$ cat config.mk
export PLATFORM = sky130hd
export DESIGN_NAME = lfu_replacement_cache
export DESIGN_NICKNAME = d
export VERILOG_FILES = /design/src/rtl/lfu_pkg.sv /design/src/rtl/lfu_cell.sv /design/src/rtl/lfu_replacement_cache.sv
export SDC_FILE = /design/constraint.sdc
export NUM_CORES = 2
export LEC_CHECK = 0
export BUFFER_PORTS_ARGS = -buffer_cell sky130_fd_sc_hd__buf_2
export CAP_MARGIN = 20
export CORE_MARGIN = 5
export CORE_UTILIZATION = 55
export DETAILED_ROUTE_END_ITERATION = 8
export PLACE_DENSITY_LB_ADDON = 0.3
export SYNTH_ARGS = -nofsm -noshare
export SYNTH_HDL_FRONTEND = slang
export SYNTH_SLANG_ARGS = --single-unit
$ cat constraint.sdc
create_clock -name clk -period 22.9 [get_ports clk]
set_input_delay 2.29 -clock clk [delete_from_list [all_inputs] [get_ports clk]]
set_output_delay 2.29 -clock clk [all_outputs]
set_load 0.05 [all_outputs]
$ cat src/rtl/lfu_pkg.sv
// ----------------------------------------------------------------------------
// lfu_pkg
// Shared sizes, types and cell interface structs for the LFU replacement cache.
// ----------------------------------------------------------------------------
package lfu_pkg;

  localparam int CAPACITY  = 8;
  localparam int KEY_W     = 32;
  localparam int CNT_W     = 16;
  localparam int IDX_W     = (CAPACITY > 1) ? $clog2(CAPACITY) : 1;
  localparam int OCC_W     = $clog2(CAPACITY + 1);
  localparam int SLOT_W    = 3;
  localparam int OCC_OUT_W = 4;

  typedef logic [KEY_W-1:0] key_t;
  typedef logic [CNT_W-1:0] cnt_t;
  typedef logic [IDX_W-1:0] idx_t;
  typedef logic [OCC_W-1:0] occ_t;

  localparam cnt_t CNT_MAX = {CNT_W{1'b1}};
  localparam cnt_t CNT_ONE = cnt_t'(1);

  typedef struct packed {
    logic vld;
    key_t key;
    cnt_t cnt;
  } entry_t;

  // running scan passed from cell to cell: first match and first lowest count
  typedef struct packed {
    logic found;
    idx_t found_idx;
    cnt_t found_cnt;
    logic have_min;
    cnt_t min_cnt;
    idx_t min_idx;
    key_t min_key;
  } scan_t;

  typedef struct packed {
    logic commit;
    logic hit;
    idx_t hit_idx;
    idx_t top;
  } ctrl_t;

endpackage

$ cat src/rtl/lfu_cell.sv
// ----------------------------------------------------------------------------
// lfu_cell
// One cache slot: key, use count and valid flag, with its stage of the
// match / minimum scan and a load path from the neighbor below.
// ----------------------------------------------------------------------------
module lfu_cell import lfu_pkg::*; (
  input  logic   clk,
  input  logic   rst,
  input  idx_t   my_idx,
  input  key_t   look_key,
  input  entry_t prev,
  input  scan_t  scan_in,
  input  ctrl_t  ctrl,
  output entry_t cur,
  output scan_t  scan_out,
  output logic   match
);

  logic vld;
  key_t key;
  cnt_t cnt;
  logic shift;
  logic inc;
  logic take_min;

  assign cur   = '{vld: vld, key: key, cnt: cnt};
  assign match = vld && (key == look_key);

  assign take_min = vld && (!scan_in.have_min || (cnt < scan_in.min_cnt));

  always_comb begin
    scan_out = scan_in;
    if (!scan_in.found && match) begin
      scan_out.found     = 1'b1;
      scan_out.found_idx = my_idx;
      scan_out.found_cnt = cnt;
    end
    if (take_min) begin
      scan_out.have_min = 1'b1;
      scan_out.min_cnt  = cnt;
      scan_out.min_idx  = my_idx;
      scan_out.min_key  = key;
    end
  end

  assign shift = ctrl.commit && !ctrl.hit && (my_idx <= ctrl.top);
  assign inc   = ctrl.commit && ctrl.hit && (my_idx == ctrl.hit_idx);

  always_ff @(posedge clk) begin
    if (rst) begin
      vld <= 1'b0;
      cnt <= '0;
    end else if (shift) begin
      vld <= prev.vld;
      cnt <= prev.cnt;
    end else if (inc && (cnt != CNT_MAX)) begin
      cnt <= cnt + CNT_ONE;
    end
  end

  always_ff @(posedge clk) begin
    if (shift) begin
      key <= prev.key;
    end
  end

endmodule

$ cat src/rtl/lfu_replacement_cache.sv
// ----------------------------------------------------------------------------
// lfu_replacement_cache
// Fully associative LFU cache built as a row of slot cells.
// ----------------------------------------------------------------------------
// For each word the key is registered on acceptance; in the update state the
// cell row compares it in every slot, scans for the first match and the first
// lowest count, and shifts or bumps the slots while the result is loaded into
// the output register. No new key is taken during the update, but the result
// register frees the input side, so the next key can be taken while a result
// waits; the update holds only if the previous result has not yet been taken.
// No clearing pass is needed after reset.
// ----------------------------------------------------------------------------
module lfu_replacement_cache import lfu_pkg::*; (
  input  logic                 clk,
  input  logic                 rst,
  input  logic                 in_valid,
  output logic                 in_ready,
  input  logic signed [31:0]   key,
  output logic                 out_valid,
  input  logic                 out_ready,
  output logic                 hit,
  output logic [SLOT_W-1:0]    slot,
  output logic                 evicted,
  output logic signed [31:0]   evicted_key,
  output logic [15:0]          use_count,
  output logic [OCC_OUT_W-1:0] occupancy
);

  localparam logic ST_IDLE = 1'b0;
  localparam logic ST_WORK = 1'b1;

  logic                state;
  key_t                look_key;
  occ_t                occ;
  occ_t                occ_next;
  logic                full;
  logic                commit;
  ctrl_t               ctrl;
  scan_t               scan [CAPACITY+1];
  entry_t              ent [CAPACITY];
  entry_t              new_ent;
  logic [CAPACITY-1:0] match_vec;
  scan_t               last;
  cnt_t                hit_cnt;

  assign in_ready = (state == ST_IDLE);
  assign full     = (occ == occ_t'(CAPACITY));
  assign commit   = (state == ST_WORK) && (!out_valid || out_ready);
  assign last     = scan[CAPACITY];
  assign scan[0]  = '0;
  assign new_ent  = '{vld: 1'b1, key: look_key, cnt: CNT_ONE};

  assign ctrl.commit  = commit;
  assign ctrl.hit     = last.found;
  assign ctrl.hit_idx = last.found_idx;
  assign ctrl.top     = full ? last.min_idx : idx_t'(occ);

  assign occ_next = (!last.found && !full) ? occ + occ_t'(1) : occ;
  assign hit_cnt  = (last.found_cnt == CNT_MAX) ? CNT_MAX : last.found_cnt + CNT_ONE;

  for (genvar i = 0; i < CAPACITY; i++) begin : g_cell
    lfu_cell u_cell (
      .clk      (clk),
      .rst      (rst),
      .my_idx   (idx_t'(i)),
      .look_key (look_key),
      .prev     ((i == 0) ? new_ent : ent[(i == 0) ? 0 : i-1]),
      .scan_in  (scan[i]),
      .ctrl     (ctrl),
      .cur      (ent[i]),
      .scan_out (scan[i+1]),
      .match    (match_vec[i])
    );
  end

  always_ff @(posedge clk) begin
    if (rst) begin
      state <= ST_IDLE;
      occ   <= '0;
    end else begin
      unique case (state)
        ST_IDLE: begin
          if (in_valid) begin
            state <= ST_WORK;
          end
        end
        ST_WORK: begin
          if (commit) begin
            state <= ST_IDLE;
            occ   <= occ_next;
          end
        end
        default: state <= ST_IDLE;
      endcase
    end
  end

  always_ff @(posedge clk) begin
    if (in_valid && in_ready) begin
      look_key <= key_t'(key);
    end
  end

  always_ff @(posedge clk) begin
    if (rst) begin
      out_valid <= 1'b0;
    end else if (commit) begin
      out_valid <= 1'b1;
    end else if (out_ready) begin
      out_valid <= 1'b0;
    end
  end

  always_ff @(posedge clk) begin
    if (commit) begin
      hit         <= last.found;
      slot        <= last.found ? SLOT_W'(last.found_idx) : '0;
      evicted     <= !last.found && full;
      evicted_key <= (!last.found && full) ? last.min_key : '0;
      use_count   <= last.found ? hit_cnt : CNT_ONE;
      occupancy   <= OCC_OUT_W'(occ_next);
    end
  end

  // keys are unique among valid slots
  assert property (@(posedge clk) disable iff (rst)
    (state == ST_WORK) |-> $onehot0(match_vec))
    else $error("more than one slot matches the key");

  assert property (@(posedge clk) disable iff (rst)
    occ <= occ_t'(CAPACITY))
    else $error("occupancy above capacity");

  assert property (@(posedge clk) disable iff (rst)
    commit && !last.found |=> ent[0].vld && (ent[0].cnt == CNT_ONE))
    else $error("miss did not install the key in slot 0");

  assert property (@(posedge clk) disable iff (rst)
    commit && !last.found && full |=> occ == occ_t'(CAPACITY))
    else $error("eviction changed occupancy");

endmodule

==> impl_metrics.toml <==
[die]
die-area_um2 = 56700
rows = 83
io_pins = 95
die_h_um = 238
start_util_pct = 55.6
die_w_um = 238
core_area_um2 = 51400

[worst_setup_path]
cp_max_fo = 81
path_class = "reg2reg"
cpPeakStageDelay_ns = 0.78
cp-end-kind = "flop"
cp.arrival_ns = 21.56
crit_top_cell = "o21ai_0"
critPathSlowestCell = "dfxtp_1"
ff2ff_setup_slack_ns = 1.63
required_ns = 23.20
start_kind = "flop"

[route]
vias_per_cell = 6.23
avgRoutedWirePerCell_um = 24.2
remaining_drc_errors = 0
ant_nets = 0
totalWireLength_um = 87300
drt_iter0_drc = 3004
vias = 22500
first_pass_iters = 8

[placement]
io_buffers = 94
gp_congestion = 1.04
place_inst = 3505
place_hpwl_um = 66400
dpl_cell_area_um2 = 29500

[yosys]
synth_cells = 2870
synth_nets = 3022
avgSynthCellArea_um2 = 9.97
synth-seq-cells = 487
synth_area_um2 = 28600
yosysUniqueCellTypes = 90
ys_warn_count = 0
synth_seq_area_share_pct = 46.2
synthArstFlopShare_pct = 0
synth-main-ff-cell = "edfxtp_1"
synth_edf_count = 345

[power_and_ir_drop]
vdd_drop_max_uv = 71.0
cellPowerDensity_nw_per_um2 = 65.9
p_comb_share_pct = 8.6
p_int_mw = 1.54
power.switching_mw = 0.530
power.leakage_nw = 11.7
power.share.clock_pct = 42.2
p_seq_share_pct = 49.2
sw_frac_of_total_pct = 25.6

[sta]
finalClockSkew_ns = 0.0294
fmax_mhz = 47.0
hold_slack_ns = 0.493
finalHoldViolCount = 0
tightest_slew_ns = 0.958
setup_viol = 0
finalCritPeriodShare_pct = 92.9
grt_setup_unrepaired = "no"
period_needed_ns = 21.27
slew-limit-headroom_pct = 35.7
finalSetupTns_ns = 0
maxSlewViolCount = 0

[final_layout]
fillCellCount = 4262
antenna_cells = 0
design_area_um2 = 31400
drive_gt1_share_pct = 10.4
final_common_cell = "edfxtp_1"
final_cells = 3608
most-common-layout-cells = "edfxtp_1, nor2_1, nand2_1"
finalCoreUtilization_pct = 61.0
area_growth_pct = 9.72
nNetsFinal = 3035

[clocking]
clock-sinks = 487
holdBufCountCts = 0
root_buffer = "clkbuf_16"
tritoncts = "yes"
htreeDepth = 2
cts_buffer_depth = 3
insertion_delay_ns = 0.64
clk_pin_slew_ns = 0.06
cts_buffers = 53

[grt]
grtUsageTotal_pct = 30.0
grt_overflow = 0
grt_max_degree = 82
antenna_found_initial = 1
grt_pass1_vias = 21200
grt_pass1_wl_um = 131000

[run_status]
status = "completed"

[min_path]
hold_path_class = "reg2reg"

[flow_run]
max_cap_viol_count = 0
## kinds of logic (layout without fill, tap and decap cells)
logic type / Yosys count / in the layout / synth area share, %
multiplexers: 121 / 121 / 4.34
buffers and inverters: 252 / 309 / 3.79
adder cells (fa/ha/maj): 116 / 116 / 5.07
XOR/XNOR: 374 / 374 / 11.5
AND/OR/NAND/NOR: 926 / 926 / 15.6
AO/OA/AOI/OAI: 594 / 595 / 13.6
flip-flops: 487 / 487 / 46.2
## worst max-delay path: cells and delay by family (launching register included)
family          cells  cell delay (ns)
flops               1             0.78
compound gates     34             8.42
fa+ha+maj           7             1.97
buf+inv            10             4.18
simple gates       18             4.13
mux                 3             1.37
## final cells by class
| type | count | area (um2) | area share, % |
|---|---|---|---|
| Sequential cell | 487 | 13200 | 42.1 |
| Clock inverter | 22 | 198 | 0.630 |
| Clock buffer | 78 | 1610 | 5.12 |
| Tap cell | 680 | 851 | 2.71 |
| Multi-Input combinational cell | 2132 | 14400 | 45.9 |
| Inverter | 80 | 300 | 0.957 |
| Timing Repair Buffer | 129 | 821 | 2.62 |
## metal layers
metal  global-route usage (%)  vias to the layer above  wire, um
met5                        0                        -        24
met4                     9.58                        2      2720
met3                     5.32                      160      8770
met2                     43.2                     1161     36500
met1                     46.0                    10700     39200
li1                         -                    10500         -
## cell usage after synthesis, drive strengths merged, types with 7 or more instances
master,number,area [um2]
o211ai,69,523
dfxtp,142,2840
nand4,81,519
ha,116,1450
nor4,34,225
and3,72,450
edfxtp,345,10400
a22oi,8,60.1
and2,15,93.8
inv,80,300
xnor2,221,1940
nand2b,11,76.3
a21oi,185,930
nand3,67,335
mux2i,97,971
a211oi,76,636
nand2,255,960
o21ai,135,679
or3,17,106
clkbuf,104,392
xor2,153,1340
nor2b,9,56.3
nor3,44,225
mux2,24,270
a22o,7,61.3
nor2,274,1030
buf,68,393
o21a,8,61.3
a222oi,11,110
or2,16,100
a21o,26,195
## through the flow
stage | setup slack (ns) | power (mW)
floorplan | 4.57 | 1.15
global placement | 2.26 | 1.20
detailed placement | 1.70 | 1.21
CTS | 1.68 | 2.08
global route | 0.137 | 2.13
finish | 1.63 | 2.07
## registers in the layout (all words and copies together) (netlist names)
name               count
g_cell.u_cell.vld      8
state                  1
occupancy              4
evicted_key           32
g_cell.u_cell.key    256
g_cell.u_cell.cnt    128
occ                    4
slot                   3
look_key              32
evicted                1
hit                    1
use_count             16
out_valid              1
## timing repair
item,CTS,global route
endpoints found under the hold margin,0,0
setup endpoints to repair,0,59
buffers inserted,0,0
gates resized for setup,0,2
## worst paths after layout
path,start,to,cells after the start
worst max-delay path,g_cell[0].u_cell.vld,g_cell[5].u_cell.key[22],72
worst min-delay path,g_cell[3].u_cell.key[26],g_cell[4].u_cell.key[26],0
worst max register to register,g_cell[0].u_cell.vld,g_cell[5].u_cell.key[22],72
worst min register to register,g_cell[3].u_cell.key[26],g_cell[4].u_cell.key[26],0
## power groups by stage
stage	Sequential (mW)	Clock [mW]	Combinational [mW]
final	1.02	0.873	0.178
after floorplan	1.02	0	0.124
after global placement	1.03	0	0.169
after global routing	1.02	0.921	0.192
after CTS	1.02	0.887	0.175
after detailed placement	1.03	0	0.174
Note: power is estimated with default switching activity, not from simulation.
